File: config.mk
export PLATFORM = sky130hd
export DESIGN_NAME = power_bisector_polygon_clip_top_flat
export DESIGN_NICKNAME = d
export VERILOG_FILES = /design/src/sv/pbpc_pkg.sv /design/src/sv/pbpc_vtx_if.sv /design/src/sv/pbpc_res_if.sv /design/src/sv/pbpc_lerp.sv /design/src/sv/power_bisector_polygon_clip_top.sv /design/src/flat_wrapper.sv
export SDC_FILE = /design/constraint.sdc
export NUM_CORES = 2
export LEC_CHECK = 0
export BUFFER_PORTS_ARGS = -buffer_cell sky130_fd_sc_hd__buf_2
export CORE_MARGIN = 5
export CORE_UTILIZATION = 35
export CTS_CLUSTER_DIAMETER = 40
export CTS_CLUSTER_SIZE = 14
export DETAILED_ROUTE_END_ITERATION = 16
export SYNTH_ARGS = -nofsm -noshare
export SYNTH_HDL_FRONTEND = slang
export SYNTH_SLANG_ARGS = --single-unit
File: constraint.sdc
create_clock -name clk -period 12.15 [get_ports clk]
set_input_delay 0 -clock clk [delete_from_list [all_inputs] [get_ports clk]]
set_output_delay 0 -clock clk [all_outputs]
set_load 0.02 [all_outputs]
File: src/sv/pbpc_pkg.sv
// Package: widths, constants and shared types for the power-bisector clipper
`timescale 1ns / 1ps
`default_nettype none
package pbpc_pkg;
	localparam int FRAC_BITS = 18;
	localparam int C_W = 19;
	localparam int W_W = 21;
	localparam int F_W = ((FRAC_BITS + 22 > 41) ? FRAC_BITS + 22 : 41) + 1;
	localparam int D_W = F_W + 1;
	localparam int R_W = D_W + 2;
	localparam int Q_W = C_W + 1;
	localparam int COORD_MAX = 262144;

	typedef logic [C_W-1:0] coord_t;

	typedef struct packed {
		logic           start;
		coord_t         a;
		coord_t         b;
		logic [D_W-1:0] ua;
		logic [D_W-1:0] ud;
	} lerp_req_t;

	typedef struct packed {
		logic   done;
		coord_t res;
	} lerp_rsp_t;
endpackage
`default_nettype wire

File: src/sv/pbpc_vtx_if.sv
// Interface: vertex input channel
`timescale 1ns / 1ps
`default_nettype none
interface pbpc_vtx_if;
	import pbpc_pkg::*;
	logic   valid;
	logic   ready;
	coord_t vertex_x;
	coord_t vertex_y;
	logic   last_vertex;
	modport source(output valid, output vertex_x, output vertex_y, output last_vertex,
		input ready);
	modport sink(input valid, input vertex_x, input vertex_y, input last_vertex,
		output ready);
endinterface
`default_nettype wire

File: src/sv/pbpc_res_if.sv
// Interface: clipped vertex result channel
`timescale 1ns / 1ps
`default_nettype none
interface pbpc_res_if;
	import pbpc_pkg::*;
	logic   valid;
	logic   ready;
	coord_t out_x;
	coord_t out_y;
	logic   vertex_valid;
	logic   out_last;
	modport source(output valid, output out_x, output out_y, output vertex_valid,
		output out_last, input ready);
	modport sink(input valid, input out_x, input out_y, input vertex_valid,
		input out_last, output ready);
endinterface
`default_nettype wire

File: src/sv/pbpc_lerp.sv
// Iterative crossing interpolator: one coordinate, one shift/subtract step per cycle
`timescale 1ns / 1ps
`default_nettype none
module pbpc_lerp (
	input  wire                 clk,
	input  wire                 arst_n,
	input  pbpc_pkg::lerp_req_t req,
	output pbpc_pkg::lerp_rsp_t rsp
);
	import pbpc_pkg::*;

	localparam logic [2:0] PH_IDLE = 3'd0;
	localparam logic [2:0] PH_ADD  = 3'd1;
	localparam logic [2:0] PH_SUB1 = 3'd2;
	localparam logic [2:0] PH_SUB2 = 3'd3;
	localparam logic [2:0] PH_RND  = 3'd4;
	localparam logic [2:0] PH_FIN  = 3'd5;

	logic [2:0]     ph_q;
	logic [4:0]     bit_q;
	logic [R_W-1:0] r_q;
	logic [Q_W-1:0] q_q;
	logic           done_q;
	coord_t         res_q;

	logic           neg;
	coord_t         mag;
	logic [R_W-1:0] ud_ext;
	logic [Q_W-1:0] qc;
	logic [C_W+1:0] sum;

	// distance along the edge and its direction
	assign neg    = req.b < req.a;
	assign mag    = neg ? (req.a - req.b) : (req.b - req.a);
	assign ud_ext = R_W'(req.ud);
	assign qc     = (q_q > Q_W'(mag)) ? Q_W'(mag) : q_q;
	assign sum    = neg ? ((C_W+2)'(req.a) - (C_W+2)'(qc)) : ((C_W+2)'(req.a) + (C_W+2)'(qc));

	// long division of |fa|*mag by |den|; each quotient bit passes the add phase, then both subtract phases
	always_ff @(posedge clk or negedge arst_n) begin
		if (!arst_n) begin
			ph_q   <= PH_IDLE;
			bit_q  <= '0;
			done_q <= 1'b0;
		end else begin
			done_q <= 1'b0;
			case (ph_q)
				PH_IDLE: begin
					if (req.start) begin
						r_q   <= '0;
						q_q   <= '0;
						bit_q <= 5'(C_W - 1);
						ph_q  <= PH_ADD;
					end
				end
				PH_ADD: begin
					r_q  <= {r_q[R_W-2:0], 1'b0} + (mag[bit_q] ? R_W'(req.ua) : '0);
					q_q  <= {q_q[Q_W-2:0], 1'b0};
					ph_q <= PH_SUB1;
				end
				PH_SUB1: begin
					if (r_q >= ud_ext) begin
						r_q <= r_q - ud_ext;
						q_q <= q_q + 1'b1;
					end
					ph_q <= PH_SUB2;
				end
				PH_SUB2: begin
					if (r_q >= ud_ext) begin
						r_q <= r_q - ud_ext;
						q_q <= q_q + 1'b1;
					end
					if (bit_q == '0) ph_q <= PH_RND;
					else begin
						bit_q <= bit_q - 1'b1;
						ph_q  <= PH_ADD;
					end
				end
				PH_RND: begin
					// round to nearest, tie away from A
					if ({r_q[R_W-2:0], 1'b0} >= ud_ext) q_q <= q_q + 1'b1;
					ph_q <= PH_FIN;
				end
				PH_FIN: begin
					res_q  <= (sum > (C_W+2)'(COORD_MAX)) ? C_W'(COORD_MAX) : C_W'(sum);
					done_q <= 1'b1;
					ph_q   <= PH_IDLE;
				end
				default: ph_q <= PH_IDLE;
			endcase
		end
	end

	assign rsp.done = done_q;
	assign rsp.res  = res_q;
endmodule
`default_nettype wire

File: src/sv/power_bisector_polygon_clip_top.sv
// Top level: power-bisector polygon clipper with sequencer, squarer and register port
//
// Polygon vertices arrive on the vtx channel (valid/ready), last_vertex on the final one.
// Clipped vertices leave on the res channel; out_last marks the final result of a
// polygon, and a polygon that clips away entirely gives one transfer with
// vertex_valid = 0. The closing edge is handled with the last vertex, so the output
// starts with the results of the first edge.
// Sites and weights are written through the APB port (one register per word); the user
// must write them only while the block is idle, which the block itself does not enforce.
// Each vertex takes one transfer at a time: ready is high only between items. The
// power difference is formed on the shared squarer and accumulator, and every crossing
// is found in the iterative interpolator for two coordinates, X and then Y. A stalled
// receiver holds the result register and the sequencer waits. Reset clears the sites,
// weights, sequencer state and the stored previous and first vertices.
`timescale 1ns / 1ps
`default_nettype none
module power_bisector_polygon_clip_top (
	input  wire         clk,
	input  wire         arst_n,
	input  wire         psel,
	input  wire         penable,
	input  wire         pwrite,
	input  wire  [4:0]  paddr,
	input  wire  [31:0] pwdata,
	output logic [31:0] prdata,
	output logic        pready,
	pbpc_vtx_if.sink    vtx,
	pbpc_res_if.source  res
);
	import pbpc_pkg::*;

	localparam logic [2:0] REG_SITE_X  = 3'd0;
	localparam logic [2:0] REG_SITE_Y  = 3'd1;
	localparam logic [2:0] REG_OTHER_X = 3'd2;
	localparam logic [2:0] REG_OTHER_Y = 3'd3;
	localparam logic [2:0] REG_SITE_W  = 3'd4;
	localparam logic [2:0] REG_OTHER_W = 3'd5;

	localparam logic [3:0] S_IDLE = 4'd0;
	localparam logic [3:0] S_MUL  = 4'd1;
	localparam logic [3:0] S_ACC  = 4'd2;
	localparam logic [3:0] S_SLOT = 4'd3;
	localparam logic [3:0] S_PREP = 4'd4;
	localparam logic [3:0] S_CX   = 4'd5;
	localparam logic [3:0] S_CY   = 4'd6;
	localparam logic [3:0] S_EMIT = 4'd7;

	localparam logic [2:0] SL_CROSS1 = 3'd0;
	localparam logic [2:0] SL_VERT1  = 3'd1;
	localparam logic [2:0] SL_CROSS2 = 3'd2;
	localparam logic [2:0] SL_VERT2  = 3'd3;
	localparam logic [2:0] SL_MARK   = 3'd4;
	localparam logic [2:0] SL_END    = 3'd5;

	// configuration
	coord_t           site_x_q, site_y_q, other_x_q, other_y_q;
	logic [W_W-1:0]   site_w_q, other_w_q;

	// polygon state
	coord_t           vx_q, vy_q, prev_x_q, prev_y_q, first_x_q, first_y_q;
	logic signed [F_W-1:0] acc_q, prev_f_q, first_f_q;
	logic             last_q, mid_q, any_q, vin_q, prev_in_q, first_in_q;
	logic [3:0]       st_q;
	logic [1:0]       k_q;
	logic [2:0]       slot_q;
	logic [2*C_W-1:0] prod_q;
	logic [D_W-1:0]   ua_q, ud_q;
	logic             cy_q, start_q;
	coord_t           ox_q, oy_q;
	logic             ovalid_q;

	// result register
	logic             rv_q;
	coord_t           rx_q, ry_q;
	logic             rvv_q, rlast_q;

	logic [2:0]       wa;
	logic             wr;
	logic signed [W_W:0]   wdiff;
	logic signed [F_W-1:0] acc_init;
	logic signed [F_W-1:0] prod_ext;
	coord_t           mx, my, sq_in;
	logic [4:0]       pres;
	logic             is_last;
	logic             cross2;
	logic signed [D_W-1:0] fa, fb, den;
	logic             load_res;
	lerp_req_t        lreq;
	lerp_rsp_t        lrsp;

	// APB register file
	assign pready = 1'b1;
	assign wa     = paddr[4:2];
	assign wr     = psel && penable && pwrite;

	always_ff @(posedge clk or negedge arst_n) begin
		if (!arst_n) begin
			site_x_q  <= '0;
			site_y_q  <= '0;
			other_x_q <= '0;
			other_y_q <= '0;
			site_w_q  <= '0;
			other_w_q <= '0;
		end else if (wr) begin
			case (wa)
				REG_SITE_X:  site_x_q  <= pwdata[C_W-1:0];
				REG_SITE_Y:  site_y_q  <= pwdata[C_W-1:0];
				REG_OTHER_X: other_x_q <= pwdata[C_W-1:0];
				REG_OTHER_Y: other_y_q <= pwdata[C_W-1:0];
				REG_SITE_W:  site_w_q  <= pwdata[W_W-1:0];
				REG_OTHER_W: other_w_q <= pwdata[W_W-1:0];
				default: ;
			endcase
		end
	end

	always_comb begin
		case (wa)
			REG_SITE_X:  prdata = 32'(site_x_q);
			REG_SITE_Y:  prdata = 32'(site_y_q);
			REG_OTHER_X: prdata = 32'(other_x_q);
			REG_OTHER_Y: prdata = 32'(other_y_q);
			REG_SITE_W:  prdata = 32'(site_w_q);
			REG_OTHER_W: prdata = 32'(other_w_q);
			default:     prdata = '0;
		endcase
	end

	// weight term and squarer operand
	assign wdiff    = (W_W+1)'($signed(site_w_q)) - (W_W+1)'($signed(other_w_q));
	assign acc_init = -(F_W'(wdiff) <<< FRAC_BITS);
	assign prod_ext = $signed(F_W'(prod_q));

	always_comb begin
		case (k_q)
			2'd0:    begin mx = vx_q; my = site_x_q;  end
			2'd1:    begin mx = vy_q; my = site_y_q;  end
			2'd2:    begin mx = vx_q; my = other_x_q; end
			default: begin mx = vy_q; my = other_y_q; end
		endcase
		sq_in = (mx >= my) ? (mx - my) : (my - mx);
	end

	// which results this vertex gives: crossing, vertex, closing crossing, first vertex, empty mark
	assign pres[0] = mid_q && (prev_in_q != vin_q);
	assign pres[1] = mid_q && vin_q;
	assign pres[2] = last_q && (vin_q != first_in_q);
	assign pres[3] = last_q && first_in_q;
	assign pres[4] = last_q && !any_q;

	always_comb begin
		case (slot_q)
			SL_CROSS1: is_last = last_q && !pres[1] && !pres[2] && !pres[3];
			SL_VERT1:  is_last = last_q && !pres[2] && !pres[3];
			SL_CROSS2: is_last = last_q && !pres[3];
			default:   is_last = 1'b1;
		endcase
	end

	// crossing operands
	assign cross2 = (slot_q == SL_CROSS2);
	assign fa     = D_W'(cross2 ? acc_q : prev_f_q);
	assign fb     = D_W'(cross2 ? first_f_q : acc_q);
	assign den    = fb - fa;

	assign lreq.start = start_q;
	assign lreq.a     = cross2 ? (cy_q ? vy_q : vx_q) : (cy_q ? prev_y_q : prev_x_q);
	assign lreq.b     = cross2 ? (cy_q ? first_y_q : first_x_q) : (cy_q ? vy_q : vx_q);
	assign lreq.ua    = ua_q;
	assign lreq.ud    = ud_q;

	pbpc_lerp u_lerp (
		.clk    (clk),
		.arst_n (arst_n),
		.req    (lreq),
		.rsp    (lrsp)
	);

	assign load_res  = (st_q == S_EMIT) && (!rv_q || res.ready);
	assign vtx.ready = (st_q == S_IDLE);

	// sequencer
	always_ff @(posedge clk or negedge arst_n) begin
		if (!arst_n) begin
			st_q       <= S_IDLE;
			k_q        <= '0;
			slot_q     <= SL_CROSS1;
			mid_q      <= 1'b0;
			last_q     <= 1'b0;
			any_q      <= 1'b0;
			vin_q      <= 1'b0;
			prev_in_q  <= 1'b0;
			first_in_q <= 1'b0;
			cy_q       <= 1'b0;
			start_q    <= 1'b0;
			prev_x_q   <= '0;
			prev_y_q   <= '0;
			first_x_q  <= '0;
			first_y_q  <= '0;
			prev_f_q   <= '0;
			first_f_q  <= '0;
		end else begin
			start_q <= 1'b0;
			case (st_q)
				S_IDLE: begin
					if (vtx.valid) begin
						vx_q   <= vtx.vertex_x;
						vy_q   <= vtx.vertex_y;
						last_q <= vtx.last_vertex;
						acc_q  <= acc_init;
						any_q  <= 1'b0;
						k_q    <= '0;
						st_q   <= S_MUL;
					end
				end
				S_MUL: begin
					prod_q <= sq_in * sq_in;
					st_q   <= S_ACC;
				end
				S_ACC: begin
					if (k_q[1]) acc_q <= acc_q - prod_ext;
					else        acc_q <= acc_q + prod_ext;
					k_q <= k_q + 1'b1;
					if (k_q == 2'd3) begin
						st_q   <= S_SLOT;
						slot_q <= SL_CROSS1;
					end else st_q <= S_MUL;
				end
				S_SLOT: begin
					if (slot_q == SL_CROSS1 && k_q == 2'd0 && !mid_q) begin
						// first vertex of a polygon opens the closing edge
						first_x_q  <= vx_q;
						first_y_q  <= vy_q;
						first_f_q  <= acc_q;
						first_in_q <= (acc_q <= 0);
					end
					vin_q <= (acc_q <= 0);
					k_q   <= 2'd1;
					if (k_q == 2'd0) begin
						// settle step so the inside flags are current
					end else if (slot_q == SL_END) begin
						mid_q     <= !last_q;
						prev_x_q  <= vx_q;
						prev_y_q  <= vy_q;
						prev_f_q  <= acc_q;
						prev_in_q <= vin_q;
						st_q      <= S_IDLE;
					end else if (!pres[slot_q]) begin
						slot_q <= slot_q + 1'b1;
					end else if (slot_q == SL_CROSS1 || slot_q == SL_CROSS2) begin
						st_q <= S_PREP;
					end else begin
						ox_q     <= (slot_q == SL_VERT1) ? vx_q :
							(slot_q == SL_VERT2) ? first_x_q : '0;
						oy_q     <= (slot_q == SL_VERT1) ? vy_q :
							(slot_q == SL_VERT2) ? first_y_q : '0;
						ovalid_q <= (slot_q != SL_MARK);
						st_q     <= S_EMIT;
					end
				end
				S_PREP: begin
					ua_q    <= fa[D_W-1] ? D_W'(-fa) : D_W'(fa);
					ud_q    <= den[D_W-1] ? D_W'(-den) : D_W'(den);
					cy_q    <= 1'b0;
					start_q <= 1'b1;
					st_q    <= S_CX;
				end
				S_CX: begin
					if (lrsp.done) begin
						ox_q    <= lrsp.res;
						cy_q    <= 1'b1;
						start_q <= 1'b1;
						st_q    <= S_CY;
					end
				end
				S_CY: begin
					if (lrsp.done) begin
						oy_q     <= lrsp.res;
						ovalid_q <= 1'b1;
						st_q     <= S_EMIT;
					end
				end
				S_EMIT: begin
					if (load_res) begin
						if (ovalid_q) any_q <= 1'b1;
						slot_q <= slot_q + 1'b1;
						st_q   <= S_SLOT;
					end
				end
				default: st_q <= S_IDLE;
			endcase
		end
	end

	// output register
	always_ff @(posedge clk or negedge arst_n) begin
		if (!arst_n) begin
			rv_q <= 1'b0;
		end else if (load_res) begin
			rv_q <= 1'b1;
		end else if (res.ready) begin
			rv_q <= 1'b0;
		end
	end

	always_ff @(posedge clk) begin
		if (load_res) begin
			rx_q    <= ox_q;
			ry_q    <= oy_q;
			rvv_q   <= ovalid_q;
			rlast_q <= is_last;
		end
	end

	assign res.valid        = rv_q;
	assign res.out_x        = rx_q;
	assign res.out_y        = ry_q;
	assign res.vertex_valid = rvv_q;
	assign res.out_last     = rlast_q;
endmodule
`default_nettype wire
File: src/flat_wrapper.sv
// flat-port wrapper written by rule: the top's interface ports become plain ports
module power_bisector_polygon_clip_top_flat import pbpc_pkg::*;
  (clk, arst_n, psel, penable, pwrite, paddr, pwdata, prdata, pready, vtx_valid, vtx_vertex_x, vtx_vertex_y, vtx_last_vertex, vtx_ready, res_valid, res_out_x, res_out_y, res_vertex_valid, res_out_last, res_ready);
  pbpc_vtx_if vtx_i ();
  pbpc_res_if res_i ();
  input  wire clk;
  input  wire arst_n;
  input  wire psel;
  input  wire penable;
  input  wire pwrite;
  input  wire  [4:0] paddr;
  input  wire  [31:0] pwdata;
  output logic [31:0] prdata;
  output logic pready;
  input wire logic [$bits(vtx_i.valid)-1:0] vtx_valid;
  input wire logic [$bits(vtx_i.vertex_x)-1:0] vtx_vertex_x;
  input wire logic [$bits(vtx_i.vertex_y)-1:0] vtx_vertex_y;
  input wire logic [$bits(vtx_i.last_vertex)-1:0] vtx_last_vertex;
  output wire logic [$bits(vtx_i.ready)-1:0] vtx_ready;
  output wire logic [$bits(res_i.valid)-1:0] res_valid;
  output wire logic [$bits(res_i.out_x)-1:0] res_out_x;
  output wire logic [$bits(res_i.out_y)-1:0] res_out_y;
  output wire logic [$bits(res_i.vertex_valid)-1:0] res_vertex_valid;
  output wire logic [$bits(res_i.out_last)-1:0] res_out_last;
  input wire logic [$bits(res_i.ready)-1:0] res_ready;
  assign vtx_i.valid = vtx_valid;
  assign vtx_i.vertex_x = vtx_vertex_x;
  assign vtx_i.vertex_y = vtx_vertex_y;
  assign vtx_i.last_vertex = vtx_last_vertex;
  assign vtx_ready = vtx_i.ready;
  assign res_valid = res_i.valid;
  assign res_out_x = res_i.out_x;
  assign res_out_y = res_i.out_y;
  assign res_vertex_valid = res_i.vertex_valid;
  assign res_out_last = res_i.out_last;
  assign res_i.ready = res_ready;
  power_bisector_polygon_clip_top u_core (.clk(clk), .arst_n(arst_n), .psel(psel), .penable(penable), .pwrite(pwrite), .paddr(paddr), .pwdata(pwdata), .prdata(prdata), .pready(pready), .vtx(vtx_i), .res(res_i));
endmodule
After elaboration in Yosys (flattened, before gate mapping)
Index checks and enable logic that the tools add are counted.
{"block": "classes", "addsub": 19, "mul": 1, "magnitude_cmp": 9, "eq_ne": 43, "n_mux": 87, "n_bitwise": 1, "n_reduce_logical": 68}
{"cell": "$mux 19", "n": 21}
{"cell": "$mux 42", "n": 4}
{"cell": "$pmux 45 s3", "n": 1}
{"cell": "$mux 43", "n": 3}
{"cell": "$pmux 21 s6", "n": 1}
{"cell": "$ge 45x43->1", "n": 2}
{"cell": "$mux 45", "n": 2}
{"cell": "$neg 43->43", "n": 2}
{"cell": "$pmux 42 s2", "n": 1}
{"cell": "$mux 20", "n": 4}
{"cell": "$pmux 20 s4", "n": 1}
{"cell": "$pmux 19 s2", "n": 2}
{"cell": "$sub 19x19->19", "n": 4}
{"cell": "$pmux 19 s3", "n": 1}
{"cell": "$add 45x43->45", "n": 1}
{"cell": "$sub 45x43->45", "n": 1}
{"cell": "$sub 43x43->43", "n": 1}
{"cell": "$add 42x39->42", "n": 1}
{"cell": "$le 42x1->1 const B", "n": 1}
{"cell": "$neg 40->42", "n": 1}
{"cell": "$sub 42x39->42", "n": 1}
{"cell": "$mul 19x19->38", "n": 1}
{"cell": "$pmux 4 s8", "n": 1}
{"cell": "$mux 4", "n": 7}
{"cell": "other kinds (57)", "n": 163}
{"block": "word_totals", "ff_bits": 672, "in_bits": 83, "out_inout_bits": 75, "elab_cells": 273}

Longest topological paths before layout
{"block": "depth", "word_depth": 9, "mapped_depth": 55, "ltp_nobuf": 50}

Cells and area by module
From an unflattened synthesis, not the netlist that was laid out.
{"block": "unflattened", "cells_unflattened": 6155, "area_unflattened_um2": 58915.3}
{"module": "power_bisector_polygon_clip_top", "instances": 1, "cells_per_inst": 4478, "area_each_um2": 45267.2}
{"module": "pbpc_lerp", "instances": 1, "cells_per_inst": 1677, "area_each_um2": 13648.1}

Worst setup path after synthesis
Ideal clock, no wire load.
{"block": "synth_timing", "path_kind": "register to register", "start": "register u_core.slot_q[0]", "end": "register u_core.u_lerp.res_q[10], data pin", "setup_time_ns": 0.282, "arrival_time_ns": 11.664, "t_required_ns": 11.868, "slack_ns": 0.204, "path_stages_with_launch": 56, "path_buffers": 13, "period_less_slack_ns": 11.946, "cell_sequence": "dfrtp_1 -> inv_1 -> ha_1 -> nor2b_1 -> buf_2 -> buf_1 -> clkbuf_1 -> clkbuf_1 -> buf_1 -> mux4_2 -> inv_1 -> ha_1 -> buf_4 -> a21oi_1 -> nor2_1 -> o32a_1 -> or2_0 -> buf_4 -> [20 not listed] -> a21oi_1 -> fa_1 -> a21oi_1 -> nor2_1 -> nor2_1 -> inv_1 -> a21oi_1 -> nand2b_1 -> nor3_1 -> mux2i_1 -> a41oi_1 -> a2111o_1 -> a31o_2 -> a21oi_2 -> xor2_1 -> a31oi_2 -> buf_6 -> nor3_1"}
{"block": "synth_between", "elab_chain_len": 9, "elab_cells_between_ends": 13}
{"item": "from (decl)", "line_no": "power_bisector_polygon_clip_top.sv:65", "text": "logic [2:0] slot_q;"}
{"item": "from (signal assigned)", "line_no": "power_bisector_polygon_clip_top.sv:249", "text": "slot_q <= slot_q + 1'b1;"}
{"item": "from (signal assigned)", "line_no": "power_bisector_polygon_clip_top.sv:286", "text": "slot_q <= slot_q + 1'b1;"}
{"item": "$eq 3x2->1 *", "line_no": "power_bisector_polygon_clip_top.sv:161", "text": "assign cross2 = (slot_q == SL_CROSS2);"}
{"item": "$mux 19, on equally long branches", "line_no": "power_bisector_polygon_clip_top.sv:168, power_bisector_polygon_clip_top.sv:167"}
{"item": "$sub 19x19->19 / $lt 19x19->1 (equally long branches)", "line_no": "pbpc_lerp.sv:34, pbpc_lerp.sv:33"}
{"item": "$mux 19", "line_no": "pbpc_lerp.sv:34", "text": "assign mag = neg ? (req.a - req.b) : (req.b - req.a);"}
{"item": "$gt 20x19->1", "line_no": "pbpc_lerp.sv:36", "text": "assign qc = (q_q > Q_W'(mag)) ? Q_W'(mag) : q_q;"}
{"item": "$mux 20", "line_no": "pbpc_lerp.sv:36"}
{"item": "$add 19x20->21 / $sub 19x20->21 (equally long branches)", "line_no": "pbpc_lerp.sv:37", "text": "assign sum = neg ? ((C_W+2)'(req.a) - (C_W+2)'(qc)) : ((C_W+2)'(req.a) + (C_W+2)'(qc));"}
{"item": "$mux 21 *", "line_no": "pbpc_lerp.sv:37"}
{"item": "$gt 21x19->1", "line_no": "pbpc_lerp.sv:85", "text": "res_q <= (sum > (C_W+2)'(COORD_MAX)) ? C_W'(COORD_MAX) : C_W'(sum);"}
{"item": "to (signal assigned)", "line_no": "pbpc_lerp.sv:85"}
{"item": "to (decl)", "line_no": "pbpc_lerp.sv:24", "text": "coord_t res_q;"}
Mark *: on every way between the ends. The rest lies on a longest branch, timed or not.
A chain may end at the register's enable or synchronous reset.

Worst setup path in the final report
{"block": "layout_timing", "start": "register u_core.k_q[1]", "end": "register u_core.prod_q[37], data pin"}
{"block": "layout_between", "elab_chain_len": 6, "elab_cells_between_ends": 11}
{"item": "from (decl)", "line_no": "power_bisector_polygon_clip_top.sv:64", "text": "logic [1:0] k_q;"}
{"item": "from (signal assigned)", "line_no": "power_bisector_polygon_clip_top.sv:223", "text": "k_q <= k_q + 1'b1;"}
{"item": "$eq 2x2->1 / $logic_not 2->1 (equally long branches)", "line_no": "power_bisector_polygon_clip_top.sv:135", "text": "case (k_q)"}
{"item": "$reduce_or 2->1 (no line)"}
{"item": "$mux 19", "line_no": "power_bisector_polygon_clip_top.sv:135"}
{"item": "$sub 19x19->19 / $ge 19x19->1 (equally long branches)", "line_no": "power_bisector_polygon_clip_top.sv:141", "text": "sq_in = (mx >= my) ? (mx - my) : (my - mx);"}
{"item": "$mux 19 *", "line_no": "power_bisector_polygon_clip_top.sv:141"}
{"item": "$mul 19x19->38 *", "line_no": "power_bisector_polygon_clip_top.sv:217", "text": "prod_q <= sq_in * sq_in;"}
{"item": "to (signal assigned)", "line_no": "power_bisector_polygon_clip_top.sv:217"}
{"item": "to (decl)", "line_no": "power_bisector_polygon_clip_top.sv:66", "text": "logic [2*C_W-1:0] prod_q;"}
Marks and branches as above.

==> metrics.md <==
| Metric | Value |
|---|---|
| R2R Setup Slk | `0.59 ns` |
| Mapped cell area | `0.0581 mm²` |
| Top post-synthesis cells by area | `edfxtp_1 (19%), dfrtp_1 (13%), ha_1 (10%), fa_1 (9.0%), mux2_2 (5.6%)` |
| Initial antenna violation count | `6` |
| CP max stage delay | `0.58 ns` |
| Clock Sink Count | `670` |
| Crit end category | `flip-flop` |
| Post-Route WL | `169,000 µm` |
| Avg Cell Area, Syn | `9.58 µm²` |
| Top-count cell post-synth | `inv_1` |
| Largest delay contributor family on the critical path | `adder cells` |
| Remaining Overflow, GRT | `0` |
| Core area | `0.165 mm²` |
| Final hold violations | `0` |
| Vias/cell | `5.36` |
| CTS Buf Count | `106` |
| WL/cell | `19.6 µm` |
| Post-route minimum period | `11.56 ns` |
| Largest net degree at the start of global routing | `159` |
| RR Startpoint | `u_core.k_q[1]` |
| Yosys top cell by area | `edfxtp_1` |
| Initial drt markers | `3,761` |
| 1st-pass router iterations | `6` |
| DR vias | `46,308` |
| Top-Level Pins | `158` |
| Top cells by count, synth | `inv_1 (623), nand2_1 (544), ha_1 (478)` |
| Clk_skew | `0.0744 ns` |
| Yosys synthesis warning count | `0` |
| Die Y | `417 µm` |
| Worst-case reg-to-reg path depth | `43` |
| Placed insts | `8,333` |
| Dpl hpwl | `130,000 µm` |
| Setup-failing EPs final | `0` |
| CTS Buffer Depth | `3` |
| Rows | `149` |
| Async SR Flop Fraction | `45.4%` |
| GP Congestion | `0.912` |
| Fmax | `86.5 MHz` |
| Post-synth EDFFs | `366` |
| Fraction of layout cells with a size suffix above 1 | `14.7%` |
| Area grow syn2layout | `15.4%` |
| Clock root cell | `clkbuf_16` |
| Initial core utilization | `35.2%` |
| Tightest Hold Check Type | `in -> async` |
| Synth Register Bits | `670` |
| Maximum fanout along the worst path | `36` |
| Crit start category | `flip-flop` |
| H-tree depth | `3` |
| PortBufs | `132` |
| Worst Max-Slew Pin Slew | `1.36 ns` |
| First-pass GRT wire length | `263,000 µm` |
| Max Cap Viol | `0` |
| Outcome | `completed` |
| Number of global-route vias before repair | `46,279` |
| RSZ-0062 raised after global routing | `false` |
| Setup TNS | `0 ns` |
| Worst Path Buf+Inv | `8` |
| DRT antenna net count | `0` |
| Slew margin rel. | `9.41%` |
| Fin crit share | `95.2%` |
| Crit path required time | `12.62 ns` |
| Final nets | `7,178` |
| Cell count after synthesis | `6,065` |
| Clk slew on worst S/H paths | `0.06 ns` |
| Crit path depth | `43` |
| Die footprint | `0.174 mm²` |
| Crit path DAT | `12.04 ns` |
| Share of the synthesized area in the top cell type | `18.9%` |
| Top_reg_cell synth | `edfxtp_1` |
| Final Max Slew Viols | `0` |
| Distinct cell type count after synthesis | `109` |
| Clk_lat worst skew | `0.73 ns` |
| DIE WIDTH | `417 µm` |
| All-Layer GR Usage | `18.9%` |
| Slowest cell on crit path | `ha_1` |
| Drt drc | `0` |
| Reg2reg end | `u_core.prod_q[37]` |
| Cell mode on critical path | `fa_1` |
| Layout Utilization | `40.6%` |
| CP Class | `reg -> reg` |
| Fin cells | `8,641` |
| CTS tree | `yes` |
| Sequential fraction of the synthesis area | `32.0%` |
## logic make-up (layout without fill, tap and decap cells)
logic type	count (synthesis)	in the layout	synth area share, %
and+or+nand+nor	1640	1640	13.5
AOI/OAI and AO/OA	1324	1324	14.5
buffers and inverters	869	1243	5.81
adders and majority gates	739	739	19.3
DFF	670	670	32.0
muxes	412	412	8.65
xor gates and xnor gates	409	409	6.24
other	2	15	0.0129
## metal layers
layer	vias up	GRT usage, %	share of wire (%)
met4	8	8.75	4.9
li1	21973	-	-
met2	1204	32.3	48
met3	315	2.21	4.5
met5	-	0	0.030
met1	22808	23.9	43
## state kept, by name, summed over array words and instances (netlist names), 20 cells and up
name,cells
u_core.site_w_q,21
u_core.prev_f_q,42
u_core.acc_q,42
u_core.prod_q,37
u_core.u_lerp.q_q,20
u_core.other_w_q,21
u_core.u_lerp.r_q,45
u_core.ua_q,43
u_core.first_f_q,42
u_core.ud_q,43
## through the flow
| stage | worst slack [ns] | area (µm²) | hold WS, ns |
|---|---|---|---|
| 2_1_floorplan | 0.204 | 58100 | -0.296 |
| 3_3_place_gp | 0.400 | 62100 | -0.00133 |
| 3_5_place_dp | 0.209 | 62100 | 0.00479 |
| 4_1_cts | 0.161 | 66900 | 0.00131 |
| 5_1_grt | 0.0242 | 67000 | 0.0591 |
| 6_report | 0.585 | 67000 | 0.0614 |
## timing repair
item                                    4_1_cts  5_1_grt
endpoints found under the setup margin        0       16
endpoints found under the hold margin       310        0
gates resized for setup                       0       31
hold buffers                                104        0
buffers inserted                              0        1
## final cells by class
cell class	count	area (µm²)
clock buffers	115	2770
inverters	630	2360
flip-flops and latches	670	18600
fillers	16040	98000
well taps	2189	2740
clock inverters	86	981
diodes	2	5.00
repair buffers	412	3120
multi-input cells	4537	36500
## placed cells by master, fill, tap and decap left out, types with 30 or more instances in the layout
cell type	instances
inv_1	623
nand2_1	544
ha_1	478
a21oi_1	399
nor2_1	377
edfxtp_1	366
dfrtp_1	303
mux2_2	290
o21ai_0	284
fa_1	260
xnor2_1	242
buf_4	169
xor2_1	158
a21o_1	143
buf_2	131
nand3_1	112
clkbuf_16	108
nor3_1	105
dlygate4sd3_1	103
and3_1	93
a22oi_1	78
mux2i_1	73
and2_1	66
nor2b_1	61
nand2b_1	55
o21bai_1	49
a31oi_1	49
nand4_1	46
mux4_2	41
o22ai_1	39
o21a_1	37
or3_1	37
nor4_1	30
## worst register-to-register path: cells and delay by family, from the launching register on
kind / cells / cell delay [ns]
adders and majority gates: 9 / 4.05
AOI/OAI and AO/OA: 14 / 3.05
and+or+nand+nor: 10 / 1.88
buffers and inverters: 8 / 1.13
muxes: 1 / 0.44
DFF: 1 / 0.38
xor gates and xnor gates: 1 / 0.37
## how the worst max path moves through the flow
stage	startpoint	end	slack [ns]
2_1_floorplan	u_core.slot_q[0]	u_core.u_lerp.res_q[10]	0.20
3_3_place_gp	u_core.k_q[1]	u_core.prod_q[36]	0.40
3_5_place_dp	u_core.k_q[0]	u_core.prod_q[36]	0.21
4_1_cts	u_core.k_q[0]	u_core.prod_q[36]	0.16
5_1_grt	u_core.slot_q[0]	u_core.u_lerp.res_q[6]	0.02
6_report	u_core.k_q[1]	u_core.prod_q[37]	0.59
Power is left out: the tool's default activity adds up to more than one toggle a clock period on the data nets, which glitch-free logic cannot reach.
